--- config.mk ---
export PLATFORM = sky130hd
export DESIGN_NAME = mandelbrot_escape_time
export DESIGN_NICKNAME = d
export VERILOG_FILES = /design/src/rtl/mbet_pkg.sv /design/src/rtl/mbet_mul.sv /design/src/rtl/mandelbrot_escape_time.sv
export SDC_FILE = /design/constraint.sdc
export NUM_CORES = 2
export LEC_CHECK = 0
export BUFFER_PORTS_ARGS = -buffer_cell sky130_fd_sc_hd__buf_2
export CAP_MARGIN = 20
export CELL_PAD_IN_SITES_DETAIL_PLACEMENT = 0
export CELL_PAD_IN_SITES_GLOBAL_PLACEMENT = 2
export CORE_MARGIN = 5
export CORE_UTILIZATION = 43
export CTS_CLUSTER_DIAMETER = 40
export DETAILED_ROUTE_END_ITERATION = 7
export GPL_ROUTABILITY_DRIVEN = 0
export PLACE_DENSITY = 0.95
export SLEW_MARGIN = 10
export SYNTH_ARGS = -nofsm -noshare
export SYNTH_HDL_FRONTEND = slang
export SYNTH_SLANG_ARGS = --single-unit
--- constraint.sdc ---
create_clock -name clk -period 17.7 [get_ports clk]
set_input_delay 0 -clock clk [delete_from_list [all_inputs] [get_ports clk]]
set_output_delay 0 -clock clk [all_outputs]
set_load 0.05 [all_outputs]
--- src/rtl/mbet_pkg.sv ---
// Shared types and fixed-point constants for the escape-time engine.
`default_nettype none

package mbet_pkg;

  localparam int COORD_WIDTH = 32;
  localparam int FRAC_BITS   = 28;
  localparam int COUNT_WIDTH = 16;

  // Intermediate width: four integer bits above the coordinate, capped at 64.
  localparam int IW = (COORD_WIDTH + 4 > 64) ? 64 : COORD_WIDTH + 4;

  typedef logic signed [IW-1:0] inter_t;
  typedef logic [COUNT_WIDTH-1:0] count_t;

  typedef struct packed {
    logic signed [COORD_WIDTH-1:0] c_real;
    logic signed [COORD_WIDTH-1:0] c_imag;
  } point_t;

  typedef struct packed {
    logic [COUNT_WIDTH-1:0] iteration_count;
    logic                   in_set;
  } result_t;

  localparam inter_t IMAX = {1'b0, {(IW-1){1'b1}}};
  localparam inter_t IMIN = {1'b1, {(IW-1){1'b0}}};

  localparam inter_t ONE       = (FRAC_BITS >= IW - 1) ? IMAX :
                                 inter_t'(64'd1 << FRAC_BITS);
  localparam inter_t QUARTER   = (FRAC_BITS - 2 >= IW - 1) ? IMAX :
                                 inter_t'(64'd1 << (FRAC_BITS - 2));
  localparam inter_t SIXTEENTH = (FRAC_BITS - 4 >= IW - 1) ? IMAX :
                                 inter_t'(64'd1 << (FRAC_BITS - 4));
  localparam inter_t FOUR      = (FRAC_BITS + 2 >= IW - 1) ? IMAX :
                                 inter_t'(64'd4 << FRAC_BITS);

  localparam count_t MAX_ITER_RESET = COUNT_WIDTH'(100);

endpackage

`default_nettype wire

--- src/rtl/mbet_mul.sv ---
// Shared fixed-point multiplier: two half-width partial products, shift, saturate.
`default_nettype none

module mbet_mul (
  input  logic            clk,
  input  logic            rst,
  input  logic            start,
  input  mbet_pkg::inter_t a,
  input  mbet_pkg::inter_t b,
  output logic            done,
  output mbet_pkg::inter_t res
);
  import mbet_pkg::*;

  localparam int H   = IW / 2;
  localparam int PPW = 2 * IW - H + 1;
  localparam int PW  = 2 * IW;

  typedef enum logic [1:0] {M_IDLE, M_HI, M_ADD} ph_t;

  ph_t                     ph;
  logic signed [PPW-1:0]   pp;
  logic signed [PW-1:0]    acc;
  logic signed [PW-1:0]    pp_ext;
  logic signed [PW-1:0]    sh;
  inter_t                  a_q;
  logic signed [IW-H-1:0]  bh_q;
  logic                    fits;

  assign pp_ext = {{(PW-PPW){pp[PPW-1]}}, pp};
  assign sh     = acc >>> FRAC_BITS;
  assign fits   = (&sh[PW-1:IW-1]) || !(|sh[PW-1:IW-1]);

  always_comb begin
    if (fits) begin
      res = sh[IW-1:0];
    end else begin
      res = sh[PW-1] ? IMIN : IMAX;
    end
  end

  always_ff @(posedge clk) begin
    if (rst) begin
      ph   <= M_IDLE;
      done <= 1'b0;
    end else begin
      done <= 1'b0;
      case (ph)
        M_IDLE: begin
          if (start) begin
            // low half of b taken as unsigned
            pp   <= a * $signed({1'b0, b[H-1:0]});
            a_q  <= a;
            bh_q <= b[IW-1:H];
            ph   <= M_HI;
          end
        end
        M_HI: begin
          acc <= pp_ext;
          pp  <= a_q * bh_q;
          ph  <= M_ADD;
        end
        M_ADD: begin
          acc  <= acc + (pp_ext <<< H);
          ph   <= M_IDLE;
          done <= 1'b1;
        end
        default: begin
          ph <= M_IDLE;
        end
      endcase
    end
  end

endmodule

`default_nettype wire

--- src/rtl/mandelbrot_escape_time.sv ---
// Top level of the escape-time engine: sequencer, register file and output register.
//
//  channel   direction  handshake             word
//  in        input      in_valid / in_ready   point_t  {c_real, c_imag}
//  out       output     out_valid / out_ready result_t {iteration_count, in_set}
//  cfg       input      cfg_valid / cfg_ready max_iterations (COUNT_WIDTH bits)
//
// One point at a time. Every product goes through the single shared multiplier;
// a loop iteration is three products plus one update state.
// Early tests settle points in the cardioid and points far outside before the loop.
// Reset restores max_iterations to 100 and idles the sequencer; no clearing pass.
// The finished word waits in the output register, so the next point is taken
// while out_ready is low; a new result waits only for that register to drain.
`default_nettype none

module mandelbrot_escape_time (
  input  logic              clk,
  input  logic              rst,
  input  logic              in_valid,
  output logic              in_ready,
  input  mbet_pkg::point_t  in_data,
  output logic              out_valid,
  input  logic              out_ready,
  output mbet_pkg::result_t out_data,
  input  logic              cfg_valid,
  output logic              cfg_ready,
  input  logic [mbet_pkg::COUNT_WIDTH-1:0] cfg_data
);
  import mbet_pkg::*;

  typedef enum logic [3:0] {
    S_IDLE, S_Y2, S_XS2, S_QR, S_LHS, S_RHS, S_XP2, S_CX2,
    S_ZX2, S_ZY2, S_T, S_UPD, S_DONE
  } state_t;

  // Saturating add and subtract on the intermediate format.
  function automatic inter_t sadd(input inter_t x, input inter_t y);
    logic signed [IW:0] s;
    s = {x[IW-1], x} + {y[IW-1], y};
    if (s[IW] != s[IW-1]) begin
      return s[IW] ? IMIN : IMAX;
    end
    return s[IW-1:0];
  endfunction

  function automatic inter_t ssub(input inter_t x, input inter_t y);
    logic signed [IW:0] s;
    s = {x[IW-1], x} - {y[IW-1], y};
    if (s[IW] != s[IW-1]) begin
      return s[IW] ? IMIN : IMAX;
    end
    return s[IW-1:0];
  endfunction

  state_t state;
  logic   issue;
  count_t max_iterations;
  count_t limit;
  count_t n;
  count_t n_inc;

  // point and working registers
  inter_t cx, cy, xs, xp, y2, q, r2, lhs;
  inter_t zx, zy, zx2, zy2, d, prod2, diff;
  logic   small_mag;

  // shared multiplier
  logic   mul_start;
  logic   mul_done;
  inter_t mul_a, mul_b, mul_res;
  inter_t cr_ext;

  assign cr_ext    = inter_t'(in_data.c_real);
  assign limit     = (max_iterations == '0) ? COUNT_WIDTH'(1) : max_iterations;
  assign n_inc     = n + COUNT_WIDTH'(1);
  assign in_ready  = (state == S_IDLE);
  assign cfg_ready = 1'b1;
  assign mul_start = issue;

  // Operand select: the state names the product being formed.
  always_comb begin
    case (state)
      S_Y2:    begin mul_a = cy;      mul_b = cy;  end
      S_XS2:   begin mul_a = xs;      mul_b = xs;  end
      S_LHS:   begin mul_a = q;       mul_b = r2;  end
      S_RHS:   begin mul_a = QUARTER; mul_b = y2;  end
      S_XP2:   begin mul_a = xp;      mul_b = xp;  end
      S_CX2:   begin mul_a = cx;      mul_b = cx;  end
      S_ZX2:   begin mul_a = zx;      mul_b = zx;  end
      S_ZY2:   begin mul_a = zy;      mul_b = zy;  end
      S_T:     begin mul_a = d;       mul_b = zy;  end
      default: begin mul_a = '0;      mul_b = '0;  end
    endcase
  end

  mbet_mul u_mul (
    .clk   (clk),
    .rst   (rst),
    .start (mul_start),
    .a     (mul_a),
    .b     (mul_b),
    .done  (mul_done),
    .res   (mul_res)
  );

  // Configuration register; writes must arrive only while the engine is idle (user's duty, not enforced).
  always_ff @(posedge clk) begin
    if (rst) begin
      max_iterations <= MAX_ITER_RESET;
    end else if (cfg_valid && cfg_ready) begin
      max_iterations <= cfg_data;
    end
  end

  always_ff @(posedge clk) begin
    if (rst) begin
      state     <= S_IDLE;
      issue     <= 1'b0;
      out_valid <= 1'b0;
    end else begin
      issue <= 1'b0;
      // load a finished word when the register is free; drop one the consumer takes
      if (state == S_DONE && (!out_valid || out_ready)) begin
        out_valid <= 1'b1;
      end else if (out_valid && out_ready) begin
        out_valid <= 1'b0;
      end
      case (state)
        S_IDLE: begin
          if (in_valid) begin
            cx    <= cr_ext;
            cy    <= inter_t'(in_data.c_imag);
            xs    <= ssub(cr_ext, QUARTER);
            xp    <= sadd(cr_ext, ONE);
            state <= S_Y2;
            issue <= 1'b1;
          end
        end
        S_Y2: begin
          if (mul_done) begin
            y2    <= mul_res;
            state <= S_XS2;
            issue <= 1'b1;
          end
        end
        S_XS2: begin
          if (mul_done) begin
            q     <= sadd(mul_res, y2);
            state <= S_QR;
          end
        end
        S_QR: begin
          r2    <= sadd(q, xs);
          state <= S_LHS;
          issue <= 1'b1;
        end
        S_LHS: begin
          if (mul_done) begin
            lhs   <= mul_res;
            state <= S_RHS;
            issue <= 1'b1;
          end
        end
        S_RHS: begin
          if (mul_done) begin
            // main cardioid
            if (lhs < mul_res) begin
              n     <= limit;
              state <= S_DONE;
            end else begin
              state <= S_XP2;
              issue <= 1'b1;
            end
          end
        end
        S_XP2: begin
          if (mul_done) begin
            // period-2 bulb
            if (sadd(mul_res, y2) < SIXTEENTH) begin
              n     <= limit;
              state <= S_DONE;
            end else begin
              state <= S_CX2;
              issue <= 1'b1;
            end
          end
        end
        S_CX2: begin
          if (mul_done) begin
            n <= '0;
            if (sadd(mul_res, y2) > FOUR) begin
              state <= S_DONE;
            end else begin
              zx    <= '0;
              zy    <= '0;
              state <= S_ZX2;
              issue <= 1'b1;
            end
          end
        end
        S_ZX2: begin
          if (mul_done) begin
            zx2   <= mul_res;
            d     <= sadd(zx, zx);
            state <= S_ZY2;
            issue <= 1'b1;
          end
        end
        S_ZY2: begin
          if (mul_done) begin
            zy2   <= mul_res;
            state <= S_T;
            issue <= 1'b1;
          end
        end
        S_T: begin
          // squares are settled here; form the difference and the escape test
          diff      <= ssub(zx2, zy2);
          small_mag <= (sadd(zx2, zy2) <= FOUR);
          if (mul_done) begin
            prod2 <= mul_res;
            state <= S_UPD;
          end
        end
        S_UPD: begin
          zy <= sadd(prod2, cy);
          zx <= sadd(diff, cx);
          n  <= n_inc;
          if (small_mag && (n_inc < limit)) begin
            state <= S_ZX2;
            issue <= 1'b1;
          end else begin
            state <= S_DONE;
          end
        end
        S_DONE: begin
          // hold until the output register is free
          if (!out_valid || out_ready) begin
            out_data.iteration_count <= n;
            out_data.in_set          <= (n == limit);
            state                    <= S_IDLE;
          end
        end
        default: begin
          state <= S_IDLE;
        end
      endcase
    end
  end

`ifndef SYNTHESIS
  // The multiplier finishes only while the sequencer waits on a product.
  a_done_in_mul_state: assert property (@(posedge clk) disable iff (rst)
    mul_done |-> (state == S_Y2 || state == S_XS2 || state == S_LHS ||
                  state == S_RHS || state == S_XP2 || state == S_CX2 ||
                  state == S_ZX2 || state == S_ZY2 || state == S_T))
    else $error("multiplier result outside a product state");

  // A product is launched for one cycle only, never back to back.
  a_issue_pulse: assert property (@(posedge clk) disable iff (rst)
    issue |=> !issue)
    else $error("multiplier launched twice in a row");

  // The loop never runs past the limit.
  a_count_bound: assert property (@(posedge clk) disable iff (rst)
    (state == S_UPD) |-> (n < limit))
    else $error("iteration count passed the limit");

  // A freshly loaded word carries a flag that matches its count.
  a_flag_matches: assert property (@(posedge clk) disable iff (rst)
    (state == S_DONE && (!out_valid || out_ready)) |=>
      (out_valid && out_data.in_set == (out_data.iteration_count == limit)))
    else $error("in_set disagrees with iteration_count");
`endif

endmodule

`default_nettype wire
# --- After elaboration in Yosys (flattened, before gate mapping) ---
# Cells that the tools add are included.
totals:
  ff_bits: 772
  input_bits: 85
  output_inout_bits: 20
  wordCells: 243
op_classes:
  n_addsub: 11
  mul: 2
  n_lt_le_gt_ge: 5
  eq_ne: 39
  muxes: 121
  bitwise: 1
  n_reduce_logical: 35
op_table:
  columns: ["op", "count"]
  rows:
  - ["2-to-1 mux 36 bit", 41]
  - ["case mux 36 bit (9 select lines)", 1]
  - ["case mux 36 bit (8 select lines)", 1]
  - ["adder 36 x 36 -> 37 bit", 4]
  - ["case mux 36 bit (2 select lines)", 2]
  - ["case mux 72 bit (2 select lines)", 1]
  - ["case mux 55 bit (2 select lines)", 1]
  - ["2-to-1 mux 16 bit", 6]
  - ["adder 36 x 32 -> 37 bit", 2]
  - ["adder 72 bit", 1]
  - ["case mux 16 bit (4 select lines)", 1]
  - ["multiplier 36 x 19 -> 55 bit", 1]
  - ["2-to-1 mux 55 bit", 1]
  - ["multiplier 36 x 18 -> 54 bit", 1]
  - ["2-to-1 mux 4 bit", 13]
  - ["case mux 4 bit (13 select lines)", 1]
  - ["2-to-1 mux 1 bit", 47]
  - ["subtractor 36 x 36 -> 37 bit", 1]
  - ["> comparator 36 x 32 -> 1 bit (second input constant)", 1]
  - ["less-or-equal comparator 36 x 32 -> 1 bit (second input constant)", 1]
  - ["less-than comparator 36 x 26 -> 1 bit (second input constant)", 1]
  - ["less-than comparator 36 bit", 1]
  - ["adder 32 x 30 -> 33 bit (second input constant)", 1]
  - ["subtractor 32 x 28 -> 33 bit (second input constant)", 1]
  - ["34 further kinds", 82]

# --- Longest topological paths before layout ---
depth:
  word_depth: 18
  depth_mapped: 36
  mapped_depth_nobuf: 31

# --- Cells and area by module ---
# Synthesis repeated with hierarchy kept, for this count alone.
unflattened:
  hier_cells: 9239
  area_unflattened_um2: 88284.7
by_module_without_submodules:
  columns: ["module", "instances", "cells_each", "area_per_inst_um2", "seq_area_each_um2"]
  rows:
  - ["mbet_mul", 1, 5976, 54238.3, 4954.8]
  - ["mandelbrot_escape_time", 1, 3263, 34046.4, 15635.0]

# --- Least setup slack after synthesis ---
# No wires, ideal clock.
synth_timing:
  path_kind: "reg2reg"
  start: "reg u_mul.acc[71]"
  end: "reg zx[0], enable pin"
  setup_ns: 0.618
  arrival_ns: 9.929
  required_time_ns: 17.082
  setup_slack_ns: 7.153
  stages_incl_launch_ff: 20
  path_buffers: 2
  period_less_slack_ns: 10.547
  path_cell_list: "edfxtp_1 buf_2 nand2_1 or4_1 and2_1 clkbuf_1 o21ai_0 inv_1 ha_1 a211oi_1 o21ai_1 a2111oi_0 or3_1 nand2_1 xor2_1 or4b_2 nor3_1 a31o_1 nand3_1 a221oi_1"
synth_between:
  elab_chain_cells: 17
  word_cells_on_any_way: 21
  cone_classes: "add/sub (1); order compare (1); eq/ne (2); mux (12); reduce/logical (5)"
synth_lines:
  columns: ["element", "line_no", "text"]
  rows:
  - ["start, declared", "mbet_mul.sv:23", "logic signed [PW-1:0] acc;"]
  - ["start signal, assigned", "mbet_mul.sv:59", "acc <= pp_ext;"]
  - ["start signal, assigned", "mbet_mul.sv:64", "acc <= acc + (pp_ext <<< H);"]
  - ["OR reduction 9 bit", "mbet_mul.sv:32", "assign fits = (&sh[PW-1:IW-1]) || !(|sh[PW-1:IW-1]);"]
  - ["zero test 1 bit", "mbet_mul.sv:32", null]
  - ["logical OR 1 bit", "mbet_mul.sv:32", null]
  - ["2-to-1 mux 36 bit *", "mbet_mul.sv:35", "if (fits) begin"]
  - ["via mul_res[1]", "mandelbrot_escape_time.sv:70", "inter_t mul_a, mul_b, mul_res;"]
  - ["adder 36 x 36 -> 37 bit *", "mandelbrot_escape_time.sv:39", "s = {x[IW-1], x} + {y[IW-1], y};"]
  - ["inequality test 1 bit", "mandelbrot_escape_time.sv:40", "if (s[IW] != s[IW-1]) begin"]
  - ["2-to-1 mux 1 bit", "mandelbrot_escape_time.sv:40", null]
  - ["(+2 left out)", null, null]
  - ["2-to-1 mux 1 bit", "mandelbrot_escape_time.sv:116", "if (rst) begin"]
  - ["2-to-1 mux 36 bit *", "mandelbrot_escape_time.sv:43", "return s[IW-1:0];"]
  - ["2-to-1 mux 36 bit *", "mandelbrot_escape_time.sv:189", "if (mul_done) begin"]
  - ["2-to-1 mux 36 bit *", "mandelbrot_escape_time.sv:128", "case (state)"]
  - ["2-to-1 mux 36 bit *", "mandelbrot_escape_time.sv:116", null]
  - ["> comparator 36 x 32 -> 1 bit *", "mandelbrot_escape_time.sv:191", "if (sadd(mul_res, y2) > FOUR) begin"]
  - ["inequality test 2 bit (no line) *", null, null]
  - ["AND reduction 4 bit (no line) *", null, null]
  - ["end signal, assigned", "mandelbrot_escape_time.sv:227", "zx <= sadd(diff, cx);"]
  - ["end, declared", "mandelbrot_escape_time.sv:64", "inter_t zx, zy, zx2, zy2, d, prod2, diff;"]
# The timed path passes the listed nets; every way through them passes the cells marked *. The select of a mux whose other input is x is not followed.
# A chain may end at the register's enable or synchronous reset.

# --- Final worst setup path ---
layout_timing:
  start: "reg state[2]"
  end: "reg u_mul.pp[47] (data pin)"
layout_between:
  elab_chain_cells: 6
  word_cells_on_any_way: 15
  cone_classes: "mul (1); eq/ne (9); mux (4); reduce/logical (1)"
layout_lines:
  columns: ["element", "line_no", "text"]
  rows:
  - ["start, declared", "mandelbrot_escape_time.sv:55", "state_t state;"]
  - ["start signal, assigned", "mandelbrot_escape_time.sv:117", "state <= S_IDLE;"]
  - ["start signal, assigned", "mandelbrot_escape_time.sv:135", "state <= S_Y2;"]
  - ["start signal, assigned", "mandelbrot_escape_time.sv:142", "state <= S_XS2;"]
  - ["equality test 4 bit", "mandelbrot_escape_time.sv:82", "case (state)"]
  - ["OR reduction 2 bit (no line)", null, null]
  - ["case mux 36 bit (8 select lines)", "mandelbrot_escape_time.sv:82", null]
  - ["multiplier 36 x 19 -> 55 bit *", "mbet_mul.sv:52", "pp <= a * $signed({1'b0, b[H-1:0]});"]
  - ["2-to-1 mux 55 bit *", "mbet_mul.sv:50", "if (start) begin"]
  - ["case mux 55 bit (2 select lines) *", "mbet_mul.sv:48", "case (ph)"]
  - ["end signal, assigned", "mbet_mul.sv:52", null]
  - ["end signal, assigned", "mbet_mul.sv:60", "pp <= a_q * bh_q;"]
  - ["end, declared", "mbet_mul.sv:22", "logic signed [PPW-1:0] pp;"]
# Mark *: on every way between the ends. The rest lies on a longest branch, timed or not. The select of a mux whose other input is x is not followed.

==> summary.md <==
| Metric | Value |
|---|---|
| Post-synth top area share | `28.6%` |
| Hold Crit Class | `in2reg` |
| Origin of the worst setup path | `state[2]$_SDFFE_PP0P_` |
| Vias/cell | `5.71` |
| Share of cells above drive strength 1 | `5.72%` |
| Ys async rst share | `0%` |
| Die Y | `460 µm` |
| Area grow syn2layout | `10.0%` |
| Rows | `~170` |
| Top FF cell, synth | `edfxtp_1` |
| Crit path capture | `u_mul.pp[47]$_DFFE_PP_` |
| Nature of the critical path startpoint | `flip-flop` |
| Sink Count | `694` |
| CTS resizes | `0` |
| Gr usage total | `27.1%` |
| Starting Density | `43.1%` |
| Die Outline Area | `0.211 mm²` |
| Placed instance count | `11.7k` |
| Fin Setup TNS | `0 ps` |
| Synth cell count leaders | `inv_1 (1,698), fa_1 (1,245), nand2_1 (1,115), edfxtp_1 (669), ha_1 (593)` |
| Post-DR wirelength/cell | `23.9 µm` |
| Routed WL | `288,000 µm` |
| Number of synthesized register bits | `694` |
| Pre-antenna DRT Iters | `8` |
| Post-synth EDFFs | `approximately 670` |
| CP required | `18,170 ps` |
| Hold Path Stages | `2` |
| Fin. Hold Viols | `0` |
| First-pass GRT wire length | `436,000 µm` |
| Crit Path Class | `reg2reg` |
| # port buffers | `103` |
| Maximum clock path buffer count | `3` |
| Fmax | `97.1 MHz` |
| Vias in the first global route | `70.3k` |
| Clk_lat worst skew | `roughly 770 ps` |
| CTS Root Buffer Type | `clkbuf_16` |
| Top-count cell post-synth | `inv_1` |
| Final Slew Violations | `0` |
| CTS tree | `yes` |
| Status | `finished, violations left` |
| Slew headroom | `19.3%` |
| Drt drc | `36` |
| Synth Net Count | `11.1k` |
| Ports | `105` |
| Core footprint | `0.202 mm²` |
| Total vias in the final route | `roughly 70k` |
| Critical Path Fanout Max | `36` |
| H-Tree Depth | `3` |
| Worst Tran Pin Value | `1200 ps` |
| RSZ-0062 raised after global routing | `no` |
| Post-CTS setup buffer count | `0` |
| Detailed Route Iter0 Violations | `7,736` |
| Post-synthesis cell count | `just over 9k` |
| Overall die width | `460 µm` |
| Arr. time, crit path | `roughly 11,000 ps` |
| Final setup fails | `0` |
| Non-Filler Instances | `12.0k` |
| Skew final | `around 110 ps` |
| Top cells by area, synth | `fa_1 (29%), edfxtp_1 (23%), ha_1 (8.5%)` |
| Reg2reg path depth | `27` |
| Yosys cell types | `108` |
| Failing checks | `design-rule violations` |
| Initial antenna violation count | `18` |
| GRT overflow | `0` |
| Syn Area/Cell | `9.46 µm²` |
| Post-Syn Area | `0.0870 mm²` |
| CTS Buf Count | `between 100 and 150` |
| Nets | `roughly 11k` |
| Clk pin slew, worst setup/hold paths | `60 ps` |
| R2R Setup Slk | `between 7000 and 8000 ps` |
| RR Startpoint | `state[2]$_SDFFE_PP0P_` |
| Reg2reg end | `u_mul.pp[47]$_DFFE_PP_` |
| Period utilisation layout | `58.2%` |
| Detail Route Antenna Nets | `0` |
| Biggest area consumer among synthesized cells | `fa_1` |
| Post-DP HPWL | `225,000 µm` |
| Tmin final | `a little over 10,000 ps` |
| Crit end category | `flip-flop` |
| Syn. warnings | `0` |
| Max-cap check violation count | `0` |
| Largest net degree at the start of global routing | `77` |
| Sequential fraction of the synthesis area | `23.7%` |
==> cell type report <==
type                    count  area [µm²]
fillers                 18700      106000
multi-input cells        6357       58400
flip-flops and latches    694       20600
inverters                1701        6380
well taps                2672        3340
repair buffers            406        3240
clock buffers             117        2770
clock inverters            84         936
diodes                      5        12.5
==> cells in the final DEF (no fill, tap or decap), types with 16 or more instances in the layout <==
master	count
a21oi_1	359
a211oi_1	43
a21o_1	253
o21ai_0	345
buf_4	128
and2_1	242
ha_1	591
nor2b_1	58
clkbuf_16	109
mux2_2	35
a2111oi_0	16
nor3_1	77
o31ai_1	44
edfxtp_1	669
maj3_1	37
mux2i_1	28
and3_1	57
or3_1	26
nand2_1	1115
nand3_1	128
dlygate4sd3_1	172
a222oi_1	68
xor2_1	126
xnor2_1	208
and4_1	18
o21a_1	60
o21bai_1	58
nor2_1	528
inv_6	17
nand2b_1	94
dfxtp_1	25
nand4_1	52
buf_2	103
fa_1	1245
o211ai_1	45
a31oi_1	50
nor4_1	32
a22oi_1	36
inv_1	1698
==> logic make-up (layout without fill, tap and decap cells) <==
family	after synthesis	in the layout	synth area share, %
AOI/OAI and AO/OA	1580	1580	12.1
xor gates and xnor gates	335	335	3.37
adders and majority gates	1875	1875	37.6
buffers and inverters	2150	2308	9.33
DFF	694	694	23.7
muxes	63	63	0.775
other	1	6	0.00431
and+or+nand+nor	2503	2503	13.1
==> registers in the layout, summed over array words and instances (netlist names), 5 cells and up <==
signal	count
u_mul.pp	55
u_mul.acc	54
d	36
diff	36
lhs	36
prod2	36
q	36
r2	36
u_mul.a_q	36
y2	36
zx2	36
zx	36
zy2	36
zy	36
cx	32
cy	32
u_mul.bh_q	18
out_data	17
max_iterations	16
n	16
xs	7
xp	5
==> critical path: stages (launching register included) <==
cell and delay (ps):
dfxtp_1 830, nand2b_1 390, nor2_2 90, buf_4 270
a222oi_1 590, nand4_1 960, nand2_1 390, fa_1 500
fa_1 490, fa_1 520, fa_1 550, inv_1 50
fa_1 470, inv_1 50, fa_1 470, inv_1 40
ha_1 400, nand3_1 210, nor4_1 340, a221oi_1 160
nand3b_1 270, nand3_1 170, a41oi_1 680, a31o_2 320
nor4_1 70, o31ai_1 300, mux2i_1 120, o31a_1 240
==> how the worst min path moves through the flow <==
stage | startpoint | end | slack (ps)
2_1_floorplan | in_data[32] | cx[0]$_DFFE_PP_ | 100
3_3_place_gp | in_data[11] | cy[11]$_DFFE_PP_ | 180
3_5_place_dp | in_data[50] | cx[18]$_DFFE_PP_ | 180
4_1_cts | in_data[26] | cy[26]$_DFFE_PP_ | 10
5_1_grt | in_data[26] | cy[26]$_DFFE_PP_ | 60
6_report | in_data[57] | cx[25]$_DFFE_PP_ | 50
==> through the flow <==
stage	utilization (%)	setup slack (ps)	cell area [µm²]	hold WS, ps
final	47.5	7400	95700	53.8
after global placement	44.7	7650	90200	176
after floorplan	-	7150	87000	98.9
after global routing	47.4	6990	95700	59.3
after detailed placement	44.7	7590	90300	178
after CTS	47.4	7490	95700	14.3
==> metal layers <==
layer	GRT usage [%]	wire length, µm	vias to the layer above
met5	0	47	-
met4	14.2	17900	8
met3	6.03	29200	661
met2	41.5	126000	3425
met1	36.1	114000	34600
li1	-	-	30100
==> repair_timing <==
action / 4_1_cts / 5_1_grt
setup endpoints to repair: 0 / 0
endpoints found under the hold margin: 98 / 0
hold buffers: 172 / 0
Power is not shown: default switching activity piles up to over one toggle a cycle in this logic, so the estimate is an artifact.
